--- src/design/hm74_pkg.sv ---
package hm74_pkg;

    localparam int NIBBLE_BITS = 4;
    localparam int CODE_BITS   = 7;
    localparam int RES_MAX     = 8;
    localparam int CNT_W       = $clog2(RES_MAX + 1);

    localparam logic MODE_ENCODE = 1'b0;
    localparam logic MODE_DECODE = 1'b1;

    // Per-frame state of the codec.
    typedef struct packed {
        logic [CODE_BITS-1:0]   bits;
        logic [2:0]             fill;
        logic [NIBBLE_BITS-1:0] held;
        logic                   held_valid;
    } t_state;

    // One result item as it leaves the block.
    typedef struct packed {
        logic [2:0] value;
        logic       trailer;
        logic       err;
        logic       last;
    } t_result;

    // Data nibble (d0 in bit 0) to code word, code bit i in bit i.
    function automatic logic [CODE_BITS-1:0] encode_nibble(input logic [NIBBLE_BITS-1:0] d);
        logic p1;
        logic p2;
        logic p3;
        p1 = d[0] ^ d[1] ^ d[3];
        p2 = d[0] ^ d[2] ^ d[3];
        p3 = d[1] ^ d[2] ^ d[3];
        return {d[3], d[2], d[1], p3, d[0], p2, p1};
    endfunction

    // Correct a single-bit error and pull out the data nibble.
    function automatic logic [NIBBLE_BITS-1:0] decode_word(input logic [CODE_BITS-1:0] c);
        logic [2:0]           pos;
        logic [CODE_BITS-1:0] fixed;
        pos[0] = c[0] ^ c[2] ^ c[4] ^ c[6];
        pos[1] = c[1] ^ c[2] ^ c[5] ^ c[6];
        pos[2] = c[3] ^ c[4] ^ c[5] ^ c[6];
        fixed  = c;
        if (pos != 3'd0) begin
            fixed = c ^ (7'd1 << (pos - 3'd1));
        end
        return {fixed[6], fixed[5], fixed[4], fixed[2]};
    endfunction

endpackage

--- src/design/hamming74_framed_stream_codec_core.sv ---
// Flow: an input transfer lands in the input register; when the result buffer can take its
// results, it is coded and they are loaded into the buffer, whose entry 0 drives the output.
// Throughput: one input transfer per cycle while the result buffer keeps up; results leave one
// per cycle while the receiver is ready; 4 data bits give 7 results, a codeword gives 4.
// Reset: synchronous, active low; it selects encode mode and clears frame state and buffers.
module hamming74_framed_stream_codec_core (
    input  logic       i_clk,
    input  logic       i_rst_n,
    // Configuration: bit 0 is codec_mode (0 encode, 1 decode).
    input  logic       i_cfg_wr_en,
    input  logic       i_cfg_wr_data,
    // Input stream.
    input  logic       i_s_axis_tvalid,
    output logic       o_s_axis_tready,
    input  logic [7:0] i_s_axis_tdata,   // [7:0] in_value
    input  logic       i_s_axis_tlast,   // in_last
    // Result stream.
    output logic       o_m_axis_tvalid,
    input  logic       i_m_axis_tready,
    output logic [7:0] o_m_axis_tdata,   // [2:0] out_value, [7:3] zero
    output logic [1:0] o_m_axis_tuser,   // [0] is_trailer, [1] frame_error
    output logic       o_m_axis_tlast    // out_last
);

    // Mode and per-frame codec state.
    logic                       r_mode;
    hm74_pkg::t_state           r_state;
    hm74_pkg::t_state           n_state;

    // Input register: holds one accepted item until the result buffer can take its results.
    logic                       r_in_valid;
    logic [7:0]                 r_in_value;
    logic                       r_in_last;

    // Result buffer: a short shift line, entry 0 is always the one on the output.
    hm74_pkg::t_result          r_res [hm74_pkg::RES_MAX];
    hm74_pkg::t_result          n_res [hm74_pkg::RES_MAX];
    logic [hm74_pkg::CNT_W-1:0] r_cnt;
    logic [hm74_pkg::CNT_W-1:0] n_cnt;

    logic                       w_take;
    logic                       w_step_go;
    logic                       w_load;
    logic                       w_in_take;

    assign w_take    = o_m_axis_tvalid && i_m_axis_tready;
    // An item that causes no result only updates the codec state, so it is coded at once.
    // One that causes results waits until the buffer is empty or its last result leaves.
    assign w_step_go = r_in_valid &&
                       ((n_cnt == '0) || (r_cnt == '0) ||
                        ((r_cnt == hm74_pkg::CNT_W'(1)) && w_take));
    assign w_load    = w_step_go && (n_cnt != '0);
    assign o_s_axis_tready = !r_in_valid || w_step_go;
    assign w_in_take       = i_s_axis_tvalid && o_s_axis_tready;

    hm74_step u_step (
        .i_mode  (r_mode),
        .i_state (r_state),
        .i_value (r_in_value),
        .i_last  (r_in_last),
        .o_next  (n_state),
        .o_res   (n_res),
        .o_cnt   (n_cnt)
    );

    always_ff @(posedge i_clk) begin
        if (!i_rst_n) begin
            r_mode     <= hm74_pkg::MODE_ENCODE;
            r_state    <= '0;
            r_in_valid <= 1'b0;
        end else begin
            if (i_cfg_wr_en) begin
                // A mode change abandons whatever frame was in progress.
                r_mode  <= i_cfg_wr_data;
                r_state <= '0;
            end else if (w_step_go) begin
                r_state <= n_state;
            end
            if (w_in_take) begin
                r_in_valid <= 1'b1;
            end else if (w_step_go) begin
                r_in_valid <= 1'b0;
            end
        end
    end

    always_ff @(posedge i_clk) begin
        if (w_in_take) begin
            r_in_value <= i_s_axis_tdata;
            r_in_last  <= i_s_axis_tlast;
        end
    end

    always_ff @(posedge i_clk) begin
        if (!i_rst_n) begin
            r_cnt <= '0;
        end else if (w_load) begin
            r_cnt <= n_cnt;
        end else if (w_take) begin
            r_cnt <= r_cnt - hm74_pkg::CNT_W'(1);
        end
    end

    always_ff @(posedge i_clk) begin
        if (w_load) begin
            r_res <= n_res;
        end else if (w_take) begin
            for (int k = 0; k < hm74_pkg::RES_MAX - 1; k++) begin
                r_res[k] <= r_res[k + 1];
            end
        end
    end

    assign o_m_axis_tvalid = (r_cnt != '0);
    assign o_m_axis_tdata  = {5'b00000, r_res[0].value};
    assign o_m_axis_tuser  = {r_res[0].err, r_res[0].trailer};
    assign o_m_axis_tlast  = r_res[0].last;

    // The buffer never holds more results than one item can cause.
    assert property (@(posedge i_clk) disable iff (!i_rst_n)
        r_cnt <= hm74_pkg::CNT_W'(hm74_pkg::RES_MAX))
        else $error("result buffer count out of range");

    // The final result of a frame is always the last one of its burst.
    assert property (@(posedge i_clk) disable iff (!i_rst_n)
        (o_m_axis_tvalid && o_m_axis_tlast) |-> (r_cnt == hm74_pkg::CNT_W'(1)))
        else $error("frame end result is not the last buffered result");

    // A frame error is only ever flagged on the final result of a frame.
    assert property (@(posedge i_clk) disable iff (!i_rst_n)
        (o_m_axis_tvalid && o_m_axis_tuser[1]) |-> o_m_axis_tlast)
        else $error("frame error flagged before the end of the frame");

    // A mode write leaves no partial group and no held group behind.
    assert property (@(posedge i_clk) disable iff (!i_rst_n)
        i_cfg_wr_en |=> ((r_state.fill == 3'd0) && !r_state.held_valid))
        else $error("frame state not cleared by mode write");

endmodule

--- src/design/hm74_step.sv ---
module hm74_step (
    input  logic                        i_mode,
    input  hm74_pkg::t_state            i_state,
    input  logic [7:0]                  i_value,
    input  logic                        i_last,
    output hm74_pkg::t_state            o_next,
    output hm74_pkg::t_result           o_res [hm74_pkg::RES_MAX],
    output logic [hm74_pkg::CNT_W-1:0]  o_cnt
);

    always_comb begin
        logic [2:0] fill;
        logic [2:0] fill1;
        logic [6:0] gb;
        logic [6:0] code;
        logic [3:0] nib;
        logic [2:0] pad;
        logic [2:0] n;
        logic       err;

        o_next = i_state;
        o_cnt  = '0;
        for (int k = 0; k < hm74_pkg::RES_MAX; k++) begin
            o_res[k] = '0;
        end
        fill  = '0;
        fill1 = '0;
        gb    = '0;
        code  = '0;
        nib   = '0;
        pad   = '0;
        n     = '0;
        err   = 1'b0;

        if (i_mode == hm74_pkg::MODE_ENCODE) begin
            fill  = {1'b0, i_state.fill[1:0]};
            gb    = {3'b000, i_state.bits[3:0] | ({3'b000, i_value[0]} << fill[1:0])};
            fill1 = fill + 3'd1;
            code  = hm74_pkg::encode_nibble(gb[3:0]);
            if (i_last || fill1 == 3'(hm74_pkg::NIBBLE_BITS)) begin
                for (int k = 0; k < hm74_pkg::CODE_BITS; k++) begin
                    o_res[k].value = {2'b00, code[k]};
                end
                o_next = '0;
                o_cnt  = hm74_pkg::CNT_W'(hm74_pkg::CODE_BITS);
                if (i_last) begin
                    // The trailer carries the number of zero bits padded in.
                    pad = 3'(3'(hm74_pkg::NIBBLE_BITS) - fill1);
                    o_res[hm74_pkg::CODE_BITS].value   = {pad[1:0], 1'b1};
                    o_res[hm74_pkg::CODE_BITS].trailer = 1'b1;
                    o_res[hm74_pkg::CODE_BITS].last    = 1'b1;
                    o_cnt = hm74_pkg::CNT_W'(hm74_pkg::CODE_BITS + 1);
                end
            end else begin
                o_next.bits = gb;
                o_next.fill = fill1;
            end
        end else if (!i_last) begin
            fill  = (i_state.fill >= 3'(hm74_pkg::CODE_BITS)) ? 3'd0 : i_state.fill;
            gb    = i_state.bits | (7'(i_value[0]) << fill);
            fill1 = fill + 3'd1;
            if (fill1 == 3'(hm74_pkg::CODE_BITS)) begin
                nib = hm74_pkg::decode_word(gb);
                // The previous group is known not to be the final one now.
                if (i_state.held_valid) begin
                    for (int k = 0; k < hm74_pkg::NIBBLE_BITS; k++) begin
                        o_res[k].value = {2'b00, i_state.held[k]};
                    end
                    o_cnt = hm74_pkg::CNT_W'(hm74_pkg::NIBBLE_BITS);
                end
                o_next.held       = nib;
                o_next.held_valid = 1'b1;
                o_next.bits       = '0;
                o_next.fill       = '0;
            end else begin
                o_next.bits = gb;
                o_next.fill = fill1;
            end
        end else begin
            pad = (i_value[3:1] > 3'(hm74_pkg::NIBBLE_BITS)) ? 3'(hm74_pkg::NIBBLE_BITS)
                                                             : i_value[3:1];
            err = (i_state.fill != 3'd0);
            n   = i_state.held_valid ? 3'(3'(hm74_pkg::NIBBLE_BITS) - pad) : 3'd0;
            if (n == 3'd0) begin
                // Lone end marker: even value, so it never looks like a trailer value.
                o_res[0].trailer = 1'b1;
                o_res[0].err     = err;
                o_res[0].last    = 1'b1;
                o_cnt            = hm74_pkg::CNT_W'(1);
            end else begin
                for (int k = 0; k < hm74_pkg::NIBBLE_BITS; k++) begin
                    if (3'(k) < n) begin
                        o_res[k].value = {2'b00, i_state.held[k]};
                        o_res[k].err   = (3'(k + 1) == n) ? err : 1'b0;
                        o_res[k].last  = (3'(k + 1) == n);
                    end
                end
                o_cnt = hm74_pkg::CNT_W'(n);
            end
            o_next = '0;
        end
    end

endmodule

--- config.mk ---
export PLATFORM = sky130hd
export DESIGN_NAME = hamming74_framed_stream_codec_core
export DESIGN_NICKNAME = d
export VERILOG_FILES = /design/src/design/hm74_pkg.sv /design/src/design/hamming74_framed_stream_codec_core.sv /design/src/design/hm74_step.sv
export SDC_FILE = /design/constraint.sdc
export NUM_CORES = 1
export LEC_CHECK = 0
export ABC_AREA = 1
export BUFFER_PORTS_ARGS = -buffer_cell sky130_fd_sc_hd__buf_2
export CAP_MARGIN = 20
export CORE_MARGIN = 1.5
export CORE_UTILIZATION = 52
export CTS_BUF_LIST = sky130_fd_sc_hd__clkbuf_8 sky130_fd_sc_hd__clkbuf_16
export CTS_CLUSTER_DIAMETER = 60
export DETAILED_ROUTE_END_ITERATION = 7
export PLACE_DENSITY = 0.73
export SLEW_MARGIN = 0
export SYNTH_ARGS = -nofsm -noshare
export SYNTH_HDL_FRONTEND = slang
export SYNTH_SLANG_ARGS = --single-unit
export TNS_END_PERCENT = 10
--- constraint.sdc ---
create_clock -name i_clk -period 2.7 [get_ports i_clk]
set_input_delay 0.135 -clock i_clk [delete_from_list [all_inputs] [get_ports i_clk]]
set_output_delay 0.135 -clock i_clk [all_outputs]
set_load 0.01 [all_outputs]
Yosys cells after proc, flatten, opt, wreduce, memory -nomap -nowiden. Cells that the tools add are included. Widths: inputs -> output; s select.

Add/subtract/negate cells: 6. Magnitude comparators: 6. Equality and inequality tests: 8. Shift-type cells: 3. Muxes and demuxes: 78. Bitwise operators: 21. Reduce and logical (&&, ||, !) cells: 24.

Operators with widths (number): $mux 42 (2); $mux 3 (24); $mux 15 (2); $mux 2 (13); $mux 1 (24); $mux 4 (6); $mux 5 (4); $xor 1x1->1 (15); $mux 7 (2); $mux 10 (1); $logic_not 4->1 (2); $reduce_bool 4->1 (2); $or 7x7->7 (1); $shl 1x3->7 (1); $shl 1x3->7 const A (1); $xor 7x7->7 (1); $eq 2x3->1 const A (2); $eq 3x3->1 const B (2); $lt 1x3->1 const A (2); $lt 2x3->1 const A (2); $reduce_bool 2->1 (3); $reduce_bool 3->1 (2); $logic_and 1x1->1 (5); $eq 4x1->1 const B (1); other kinds (20) (26).

Bits in registers: 70. Bits of input ports: 15. Output and inout port bits: 13. Word-level logic and storage cells: 184.

Logic depth before layout (Yosys ltp). Gate-level depths: netlist of run 1.

Depth after elaboration: 15. Mapped depth: 21. Depth with buffers taken out: 21.

Cells and area by module. From an unflattened synthesis of run 1, not the netlist that was laid out.

Cells, all modules: 580. Area total of the unflattened synthesis: 4647.0 µm².

By module, submodules not included: hamming74_framed_stream_codec_core (times used 1, cells an instance 333, area each 3273.1 µm², sequential area each 2132.0 µm²); hm74_step (times used 1, cells an instance 247, area each 1373.8 µm², sequential area each 0.0 µm²).

Worst setup path before layout of run 1. No wires, ideal clock.

Path kind: reg-to-reg. Start point: register r_in_value[1]. End point: register r_res[26] (netlist bit). Setup time: 0.114 ns. Arrival time: 2.477 ns. Required time: 2.586 ns. Slack: 0.109 ns. Cell stages (with the launch flop): 16. Clock period less this slack: 2.591 ns. Cell sequence: edfxtp_1 > o21ai_1 > nand2_1 > ha_1 > nand2_1 > clkinv_2 > nor2_2 > nand2_1 > nand2_1 > nor2_2 > nand3_4 > nand3_4 > nand2_2 > inv_1 > a21boi_1 > inv_1.

Longest elaborated chain between the ends: 13.

RTL lines: start: declaration (line hamming74_framed_stream_codec_core.sv:32) `logic [7:0] r_in_value;`; start signal: assignment (line hamming74_framed_stream_codec_core.sv:89) `r_in_value <= i_s_axis_tdata;`; $gt 3x3->1 (line hm74_step.sv:80) `pad = (i_value[3:1] > 3'(hm74_pkg::NIBBLE_BITS)) ? 3'(hm74_pkg::NIBBLE_BITS)`; $mux 3 (*) (line hm74_step.sv:80); $sub 3x3->3 (*) (line hm74_step.sv:83) `n = i_state.held_valid ? 3'(3'(hm74_pkg::NIBBLE_BITS) - pad) : 3'd0;`; $mux 3 (*) (line hm74_step.sv:83); $logic_not 3->1 (line hm74_step.sv:84) `if (n == 3'd0) begin`; $mux 3 (*) (line hm74_step.sv:84); $mux 4 (*) (line hm74_step.sv:58) `end else if (!i_last) begin`; $mux 4 (*) (line hm74_step.sv:35) `if (i_mode == hm74_pkg::MODE_ENCODE) begin`; $logic_not 4->1 (line hamming74_framed_stream_codec_core.sv:50) `((n_cnt == '0) || (r_cnt == '0) ||`; $logic_or 1x1->1 (2 in a row) (line hamming74_framed_stream_codec_core.sv:50); $logic_and 1x1->1 (line hamming74_framed_stream_codec_core.sv:49) `assign w_step_go = r_in_valid &&`; $logic_and 1x1->1 (*) (line hamming74_framed_stream_codec_core.sv:52) `assign w_load = w_step_go && (n_cnt != '0);`; end signal: assignment (line hamming74_framed_stream_codec_core.sv:106) `r_res <= n_res;`; end signal: indexed assignment (line hamming74_framed_stream_codec_core.sv:109) `r_res[k] <= r_res[k + 1];`; end: declaration (line hamming74_framed_stream_codec_core.sv:36) `hm74_pkg::t_result r_res [hm74_pkg::RES_MAX];`.

Every way passes the cells marked *; elsewhere a longest branch is shown, timed or not. A chain may end at the register's enable or synchronous reset.

Worst setup path in the final report of run 1.
Start point: register r_state[5] (netlist bit). End point: register r_state[2] (netlist bit).

Longest elaborated chain between the ends: 14.

RTL lines: start: declaration (line hamming74_framed_stream_codec_core.sv:27) `hm74_pkg::t_state r_state;`; start signal: assignment (line hamming74_framed_stream_codec_core.sv:77) `r_state <= n_state;`; $ge 3x3->1 (line hm74_step.sv:59) `fill = (i_state.fill >= 3'(hm74_pkg::CODE_BITS)) ? 3'd0 : i_state.fill;`; $mux 3 (line hm74_step.sv:59); $shl 1x3->7 (line hm74_step.sv:60) `gb = i_state.bits | (7'(i_value[0]) << fill);`; $or 7x7->7 (line hm74_step.sv:60); $xor 1x1->1 (on tied branches) (3 in a row) (line hm74_pkg.sv:42, hm74_pkg.sv:43, hm74_pkg.sv:44); $sub 3x1->3 (line hm74_pkg.sv:47) `fixed = c ^ (7'd1 << (pos - 3'd1));`; $shl 1x3->7 (line hm74_pkg.sv:47); $xor 7x7->7 (line hm74_pkg.sv:47); $mux 7 (line hm74_pkg.sv:46) `if (pos != 3'd0) begin`; $mux 5 (line hm74_step.sv:62) `if (fill1 == 3'(hm74_pkg::CODE_BITS)) begin`; $mux 15 (line hm74_step.sv:58); $mux 15 (line hm74_step.sv:35).

Parallel ways exist; a longest one is shown, timed or not. The select of a mux whose other input is x is not followed.

==> results of run 1 <==
cell families (layout without fill, tap and decap cells):
family,count (synthesis),in the layout
flip-flops,65,65
other,1,5
buffers and inverters,86,127
AO/OA/AOI/OAI,68,68
AND/OR/NAND/NOR,217,217
XOR/XNOR,9,9
adder cells (fa/ha/maj),8,8
stage by stage:
stage          hold slack, ns  setup WS, ns
2_1_floorplan          0.2339        0.1089
3_3_place_gp           0.3114        0.1801
3_5_place_dp           0.3163       0.06883
4_1_cts               0.01899       0.04565
5_1_grt               0.03447     -0.005790
6_report              0.02407        0.2297
layout by cell type, fill, tap and decap left out, types with 2 or more instances in the layout:
cell type / n
nand2_1: 102
nand3_4: 4
o21ai_1: 10
ha_1: 8
nor3_1: 2
buf_6: 2
o21ai_0: 16
nor2_1: 24
dlygate4sd3_1: 5
a21oi_1: 22
dfxtp_1: 26
o21bai_1: 2
a22oi_1: 2
buf_4: 20
o21ai_2: 2
clkinv_4: 3
a211oi_2: 5
nand4_1: 7
nand2_2: 11
nand3_2: 5
xor2_1: 6
inv_4: 2
clkinv_2: 2
nor2_2: 6
buf_2: 18
clkbuf_8: 9
inv_1: 58
o22ai_1: 2
nand2_4: 5
xnor2_1: 3
inv_2: 3
edfxtp_1: 38
nor2_4: 2
a21oi_2: 2
nand3_1: 49
conb_1: 5
synth_stat cells, types with 3 or more instances:
library cell  number
nand2_1          105
inv_1             59
nand3_1           49
edfxtp_1          38
dfxtp_1           27
nor2_1            26
a21oi_1           24
o21ai_0           17
buf_4             12
nand2_2           10
o21ai_1           10
ha_1               8
nand4_1            7
xor2_1             6
a211oi_2           5
nand3_2            5
buf_6              4
nand3_4            4
nor2_2             4
inv_2              3
nand2_4            3
xnor2_1            3
critical path: stages, from the launching register on:
cell and delay, ns:
dfxtp_2 0.34, ha_1 0.22, inv_2 0.08, nand3_4 0.12, o21bai_1 0.28, nand2_2 0.12, nand2_2 0.11, nand2_2 0.08
a21oi_2 0.13, ha_1 0.26, nor2_2 0.10, buf_4 0.11, nand3_1 0.10, o21bai_1 0.15, nand3_1 0.09, a21oi_1 0.11
registers in the layout (all words and copies together), names as in the netlist:
register        count
o_m_axis_tuser      2
o_m_axis_tdata      3
o_m_axis_tlast      1
r_in_valid          1
r_res              33
r_mode              1
r_cnt               4
r_state            15
r_in_last           1
r_in_value          4
power by group through the flow:
| stage | Clock (W) | Sequential, W | Combinational [W] |
|---|---|---|---|
| after floorplan | 0 | 0.00157 | 0.00107 |
| after global placement | 0 | 0.00158 | 0.00136 |
| after detailed placement | 0 | 0.00159 | 0.00141 |
| after CTS | 0.000858 | 0.00157 | 0.00142 |
| after global routing | 0.000895 | 0.00160 | 0.00164 |
| final | 0.000842 | 0.00158 | 0.00148 |
final cells by class:
class / instances / share of cell area [%]
multi-input combinational: 307 / 39.58
sequential: 65 / 39.09
inverter: 64 / 5.725
timing repair buffer: 47 / 8.079
clock inverter: 7 / 1.860
clock buffer: 9 / 2.877
tap: 96 / 2.790
metal layers:
layer / GRT usage, % / wire (µm)
met5: 0 / 0
met4: 7.792 / 96
met3: 5.938 / 414
met2: 32.69 / 3488
met1: 29.22 / 3776
timing repair:
action	CTS	global route
endpoints found under the setup margin	0	77
endpoints found under the hold margin	5	0
hold buffers	5	0
buffers inserted	0	7
gates resized for setup	0	20
worst max path at each step:
stage                             start          to  slack [ns]  cells past startpoint
after floorplan           r_in_value[1]   r_res[26]        0.11                     15
after global placement    r_in_value[1]    r_res[9]        0.18                     14
after detailed placement     r_state[5]  r_state[3]        0.07                     16
after CTS                    r_state[5]  r_state[3]        0.05                     16
after global routing         r_state[5]  r_state[3]      -0.006                     20
final                        r_state[5]  r_state[2]        0.23                     15
==> flow_summary.toml, run 1 <==
[hold_path]
hold_path.startpoint = "i_cfg_wr_data"
min_to = "r_mode"
hold_path_class = "in -> reg"
hold_depth = 3

[floorplanning]
die_h_um = 87.72
die_width_um = 87.72
die_area_mm2 = 0.007695
ios = 28
rows = 30
core_area_mm2 = 0.006869
start_util_pct = 54.34

[drt]
wl_um = 7776
wire_per_inst_um = 13.07
postRouteAntennaNets = 0
via_count = 3082
dr.pass1.iters = 5
drt-initial-drc-count = 163
avgViaCountPerCell = 5.180
drcViolationCount = 0

[clock_tree]
cts_buffer_depth = 2
cts.sinks = 65
insertion_delay_ns = 0.35
cts-root-buf = "clkbuf_8"
htree_levels = 3
cts-buffers-inserted = 9
clk_pin_slew_ns = 0.08
cts_tree = "yes"

[logic_synthesis]
synth_area_leaders = "edfxtp_1 (31%), dfxtp_1 (14%), nand2_1 (11%)"
synth_edf_count = 38
synth-main-ff-cell = "edfxtp_1"
synth_top_family_by_area = "simple AND/OR/NAND/NOR gates"
synth.area.mux_share_pct = 0
synth_warnings = 0
synth_top_area_cell = "edfxtp_1"
ys_ff_latch = 65
synth_xor_area_share_pct = 2.112
synth_seq_area_share_pct = 45.06
synth_async_sr_flop_share_pct = 0
synth-compound-area-share_pct = 11.00
synth_top_area_share_pct = 30.57
synthDistinctLibCells = 38
syn_area_mm2 = 0.003732
syn_inst = 454
syn_area_per_cell_um2 = 8.221
synth-simple-area-share_pct = 28.26
synthAdderAreaFrac_pct = 2.682

[pwr]
power.leakage_nw = 1.973
power_w = 0.003895
p_seq_share_pct = 40.5
power.share.switching_pct = 37.53
max-vdd-ir-drop_uv = 579.5
combPwrFrac_pct = 37.9
p_int_w = 0.002433
powerDensity_mw_per_mm2 = 904.7
switchingPower_w = 0.001462
p_clk_share_pct = 21.6

[setup_path]
rr_endpoint = "r_state[2]"
path_class = "reg -> reg"
r2r_slack_ns = 0.23
worstPathMaxFanout = 8
reg2reg_depth = 15
endpoint_kind = "flip-flop"
cp.required_ns = 2.97
rr_startpoint = "r_state[5]"
cp-start-kind = "flip-flop"
arrival_ns = 2.74

[place]
hpwl_um = 5738
post_dp_cell_area_mm2 = 0.003938
portBuffers = 18
gp_congestion = 0.8794
dp_cells = 567

[final_layout]
fillers = 601
layout-drive-gt1-share_pct = 21.64
multi_input_area_mm2 = 0.001704
seq_area_mm2 = 0.001683
area_delta_synth_final_pct = 15.35
final_nets = 517
diodes = 0
fin_cells = 595
final_core_util_pct = 62.68
fin_area_mm2 = 0.004305

[grt]
antenna_found_initial = 0
grt_first_pass_wirelength_um = 12850
grt_use_total_pct = 21.44
grt_overflow = 0
first_global_vias = 2913
grt_max_degree = 26

[timing]
worst_slew_pin_slew_ns = 0.5193
layout_min_cycle_time_ns = 2.470
finalCritPeriodShare_pct = 91.49
drv_slew = 0
final_hold_viol_count = 0
fmax_ghz = 0.4048
maxSlewHeadroom_pct = 65.34
final-setup-viol-count = 0
timing.setup.tns_ns = 0
finClkSkew_ns = 0.009750

[job]
max_cap_violations = 0

[outcome]
outcome = "finished clean"
Note: power is estimated with default switching activity, not from simulation.
==> run 2, diff against run 1 <==
PLACE_DENSITY = 0.7   (was 0.73)
clock period = 2.65 ns   (was 2.7 ns; I/O delays follow)
==> flow_summary.toml, run 2 (synthesis results as in run 1) <==
[grt]
top_usage_layer = "met2"
grt_overflow = 0
use_met2_pct = 35.25
use_met1_pct = 31.68
grtUsageMet3_pct = 7.446
grt_max_degree = 25
grt_use_total_pct = 23.01
antenna_found_initial = 0
grt_first_pass_wirelength_um = 13520
first_global_vias = 2928

[floorplanning]
core_area_mm2 = 0.006869
die_width_um = 87.72
rows = 30
die_area_mm2 = 0.007695
ios = 28
start_util_pct = 54.34
die_h_um = 87.72

[clock_tree]
clk_pin_slew_ns = 0.08
cts-root-buf = "clkbuf_8"
cts-buffers-inserted = 9
cts_tree = "yes"
insertion_delay_ns = 0.34
htree_levels = 3
cts.sinks = 65
cts_buffer_depth = 2

[drt]
wire_per_inst_um = 13.84
drcViolationCount = 0
avgViaCountPerCell = 5.223
via_count = 3113
drt-initial-drc-count = 230
wl_um = 8249
postRouteAntennaNets = 0
dr.pass1.iters = 4

[setup_path]
path_class = "reg -> reg"
crit_chain = "ha_1, inv_2, nand3_4, nor2_1, nor2_2, nand2_1, nand2_1, nand2_1, nand2_2, inv_2, a21oi_2, ha_1, nor2_2, inv_1, nor2_4, nand2_1, nand2_1, nand3_1, a21oi_1"
cp-start-kind = "flip-flop"
worstPathMaxFanout = 8
arrival_ns = 2.78
slowest_stage = "dfxtp_1"
cp.required_ns = 2.92
cp_common_cell = "nand2_1"
endpoint_kind = "flip-flop"
cpPeakStageDelay_ns = 0.38

[pwr]
combPwrFrac_pct = 36.7
p_int_w = 0.002670
p_clk_share_pct = 24.5
p_seq_share_pct = 38.8
power_w = 0.004156
powerDensity_mw_per_mm2 = 948.2
switchingPower_w = 0.001486
max-vdd-ir-drop_uv = 570.0
power.leakage_nw = 2.005
power.share.switching_pct = 35.76

[timing]
finClkSkew_ns = 0.01144
final-setup-viol-count = 0
maxSlewHeadroom_pct = 65.72
drv_slew = 0
fmax_ghz = 0.3978
worst_slack_ns = 0.1362
final_hold_viol_count = 0
worst_slew_pin_slew_ns = 0.5088
finalCritPeriodShare_pct = 94.86
layout_min_cycle_time_ns = 2.514

[place]
dp_slack_ns = 0.01908
hpwl_um = 5877
portBuffers = 18
dp_cells = 568
gp_congestion = 0.9115
post_dp_cell_area_mm2 = 0.003958

[final_layout]
diodes = 0
final_core_util_pct = 63.81
fin_cells = 596
area_delta_synth_final_pct = 17.43
layout_commonest_cell = "nand2_1"
largest_reg_flops = 33
layout-drive-gt1-share_pct = 23.40
multi_input_area_mm2 = 0.001728
final_nets = 518
seq_area_mm2 = 0.001683
fin_area_mm2 = 0.004383
final_cell_mix = "nand2_1 (100), inv_1 (56), nand3_1 (49)"
regMostFlops = "r_res"
reg_top3 = "r_res x33, r_state x15"
fillers = 600

[job]
max_cap_violations = 0

[outcome]
outcome = "finished clean"

[hold_path]
hold_path_class = "in -> reg"
## run 2: cell types whose count changed in the layout (fill, tap and decap cells not counted), moves of 2 or more
cell	before	now
a21oi_2	2	4
nand2_1	102	100
inv_1	58	56
inv_2	3	5
bufinv_16	1	3
nor2_4	2	4
nand2_2	11	14
a21oi_1	22	20
clkinv_4	3	1
## run 2: path summary, 6_finish.rpt
kind,startpoint,cells after the start,slack [ns],endpoint
setup / recovery,r_state[6],19,0.14,r_state[3]
hold / removal,i_cfg_wr_data,3,0.04,r_mode
setup reg to reg,r_state[6],19,0.14,r_state[3]
hold reg to reg,r_res[26],2,0.46,r_res[26]
## run 2: layout make-up
class,instances,area share [%]
multi-input cells,307,39.42
flip-flops and latches,65,38.40
repair buffers,48,8.307
inverters,64,5.624
clock buffers,9,2.826
well taps,96,2.741
clock inverters,7,2.683
## run 2: repair_timing
item	CTS	global route
pin swaps	0	10
hold buffers	5	0
endpoints found under the hold margin	5	0
setup endpoints to repair	2	68
setup buffers	0	7
resized for setup	1	28
## run 2: stage by stage
stage | TNS (ns) | hold slack (ns)
final | 0 | 0.03837
after global routing | -0.04062 | 0.04867
after CTS | 0 | 0.02432
after detailed placement | 0 | 0.3106
after global placement | 0 | 0.3133
after floorplan | 0 | 0.2314
## run 2: power by group through the flow
stage | Clock (W) | Sequential (W) | Combinational (W)
detailed placement | 0 | 0.00163 | 0.00145
CTS | 0.00103 | 0.00161 | 0.00147
global placement | 0 | 0.00162 | 0.00141
global route | 0.00107 | 0.00164 | 0.00173
floorplan | 0 | 0.00160 | 0.00109
finish | 0.00102 | 0.00161 | 0.00153
## run 2: worst max-delay path: cells and delay by family (launching register included)
kind	cells	cell delay [ns]
fa+ha+maj	2	0.47
simple gates	12	1.17
flops	1	0.38
buf+inv	3	0.19
compound gates	2	0.23
## run 2: routing by layer
| layer | share of wire [%] | vias up |
|---|---|---|
| met3 | 5.5 | 8 |
| met4 | 0.96 | 0 |
| met5 | 0 | - |
| li1 | - | 1568 |
| met1 | 48 | 1463 |
| met2 | 46 | 74 |
==> run 3, diff against run 2 <==
CELL_PAD_IN_SITES_DETAIL_PLACEMENT = 1   (was not set)
CELL_PAD_IN_SITES_GLOBAL_PLACEMENT = 1   (was not set)
CORE_UTILIZATION = 45   (was 52)
MAX_ROUTING_LAYER = met4   (was not set)
PLACE_DENSITY = not set   (was 0.7)
PLACE_DENSITY_LB_ADDON = 0.1   (was not set)
==> flow_summary.toml, run 3 (synthesis results as in run 1) <==
[place]
post_dp_cell_area_mm2 = 0.003969
dp_slack_ns = 0.006470
portBuffers = 18
gp_congestion = 0.8928
dp_cells = 577
hpwl_um = 7060

[floorplanning]
die_width_um = 94.07
start_util_pct = 45.89
die_h_um = 94.07
ios = 28
rows = 33
core_area_mm2 = 0.008134
die_area_mm2 = 0.008849

[grt]
first_global_vias = 3221
grt_first_pass_wirelength_um = 15550
grt_max_degree = 29
grt_use_total_pct = 24.17
grt_overflow = 0
antenna_found_initial = 0

[pwr]
p_seq_share_pct = 38.4
power.share.switching_pct = 39.12
p_int_w = 0.002564
switchingPower_w = 0.001647
power.leakage_nw = 2.035
max-vdd-ir-drop_uv = 351.9
p_clk_share_pct = 21.1
powerDensity_mw_per_mm2 = 931.8
combPwrFrac_pct = 40.4

[timing]
timing.setup.tns_ns = 0
finClkSkew_ns = 0.009498
final_hold_viol_count = 0
drv_slew = 0
final-setup-viol-count = 0
finalCritPeriodShare_pct = 97.77
worst_slack_ns = 0.05919
maxSlewHeadroom_pct = 60.93
worst_slew_pin_slew_ns = 0.5854
fmax_ghz = 0.3860
layout_min_cycle_time_ns = 2.591

[drt]
drcViolationCount = 0
avgViaCountPerCell = 5.191
postRouteAntennaNets = 0
dr.pass1.iters = 4
via_count = 3187
wire_per_inst_um = 16.49
wl_um = 10130
drt-initial-drc-count = 116

[setup_path]
arrival_ns = 2.87
reg2reg_depth = 16
worstPathMaxFanout = 7
cp.required_ns = 2.93
rr_startpoint = "r_in_value[1]"
cp-start-kind = "flip-flop"
rr_endpoint = "r_cnt[0]"
r2r_slack_ns = 0.06
path_class = "reg -> reg"
endpoint_kind = "flip-flop"

[final_layout]
final_core_util_pct = 55.56
reg_top3 = "r_res x33, r_state x15"
layout-drive-gt1-share_pct = 26.13
fillers = 1003
layout_commonest_cell = "nand2_1"
diodes = 0
fin_cells = 614
regMostFlops = "r_res"
area_delta_synth_final_pct = 21.09
fin_area_mm2 = 0.004519
largest_reg_flops = 33
final_nets = 527
final_cell_mix = "nand2_1 (100), inv_1 (56), nand3_1 (45)"

[hold_path]
hold_path_class = "in -> reg"
min_to = "r_mode"
hold_path.startpoint = "i_cfg_wr_en"
hold_depth = 3

[clock_tree]
cts_buffer_depth = 2
cts_tree = "yes"
cts-root-buf = "clkbuf_8"
insertion_delay_ns = 0.36
htree_levels = 3
cts-buffers-inserted = 9
clk_pin_slew_ns = 0.08
cts.sinks = 65

[outcome]
outcome = "finished clean"

[job]
max_cap_violations = 0
==> run 3: critical path, stage by stage, from the launching register on <==
cell and delay [ns]:
edfxtp_1 0.44, o21ai_2 0.21, nand2_2 0.10, ha_1 0.30, nand2_2 0.09, inv_4 0.09, nor2_4 0.04, nand2_1 0.09
nand2_2 0.06, nor2_4 0.16, nand3_4 0.12, nand3_4 0.18, buf_8 0.16, nand2_1 0.07, o21ai_1 0.10, nand2_1 0.11
a21oi_1 0.18
==> run 3: layer usage <==
| metal | share of wire, % | track usage [%] |
|---|---|---|
| met1 | 41 | 26.14 |
| met3 | 2.1 | 3.398 |
| met5 | 0 | - |
| met4 | 2.1 | 9.950 |
| met2 | 54 | 44.26 |
==> run 3: stage by stage <==
step / total power [W] / hold slack (ns)
finish: 0.004211 / 0.02897
global route: 0.004500 / 0.07056
CTS: 0.004058 / 0.02619
detailed placement: 0.003149 / 0.3108
global placement: 0.003069 / 0.3097
floorplan: 0.002693 / 0.2314
==> run 3: worst max path at each step <==
stage                  to           from  depth (start not counted)  slack, ns
2_1_floorplan   r_res[26]  r_in_value[1]                         15       0.06
3_3_place_gp    r_res[24]  r_in_value[1]                         11       0.07
3_5_place_dp   r_state[4]     r_state[5]                         16      0.006
4_1_cts         r_res[26]  r_in_value[1]                         15      0.004
5_1_grt          r_cnt[0]  r_in_value[1]                         16      -0.07
6_report         r_cnt[0]  r_in_value[1]                         16       0.06
==> run 3: final cells by class <==
class,instances,area [µm²],area share (%)
clock inverter,7,76.32,1.689
sequential,65,1689,37.38
tap,105,131.4,2.907
inverter,64,249.0,5.509
clock buffer,9,123.9,2.741
timing repair buffer,57,469.2,10.38
multi-input combinational,307,1780,39.40
==> run 3: power by group through the flow <==
stage	sequential [W]	clock (W)	combinational, W
after floorplan	0.00160	0	0.00109
after global placement	0.00162	0	0.00145
after detailed placement	0.00164	0	0.00151
after CTS	0.00162	0.000898	0.00154
after global routing	0.00165	0.000952	0.00190
final	0.00162	0.000890	0.00170
==> run 3: what timing repair did <==
| item | CTS | global route |
|---|---|---|
| gates cloned | 0 | 1 |
| setup buffers | 1 | 13 |
| endpoints found under the setup margin | 2 | 80 |
| pin swaps | 1 | 12 |
| resized for setup | 3 | 45 |
| hold buffers | 6 | 0 |
| hold endpoints to repair | 6 | 0 |
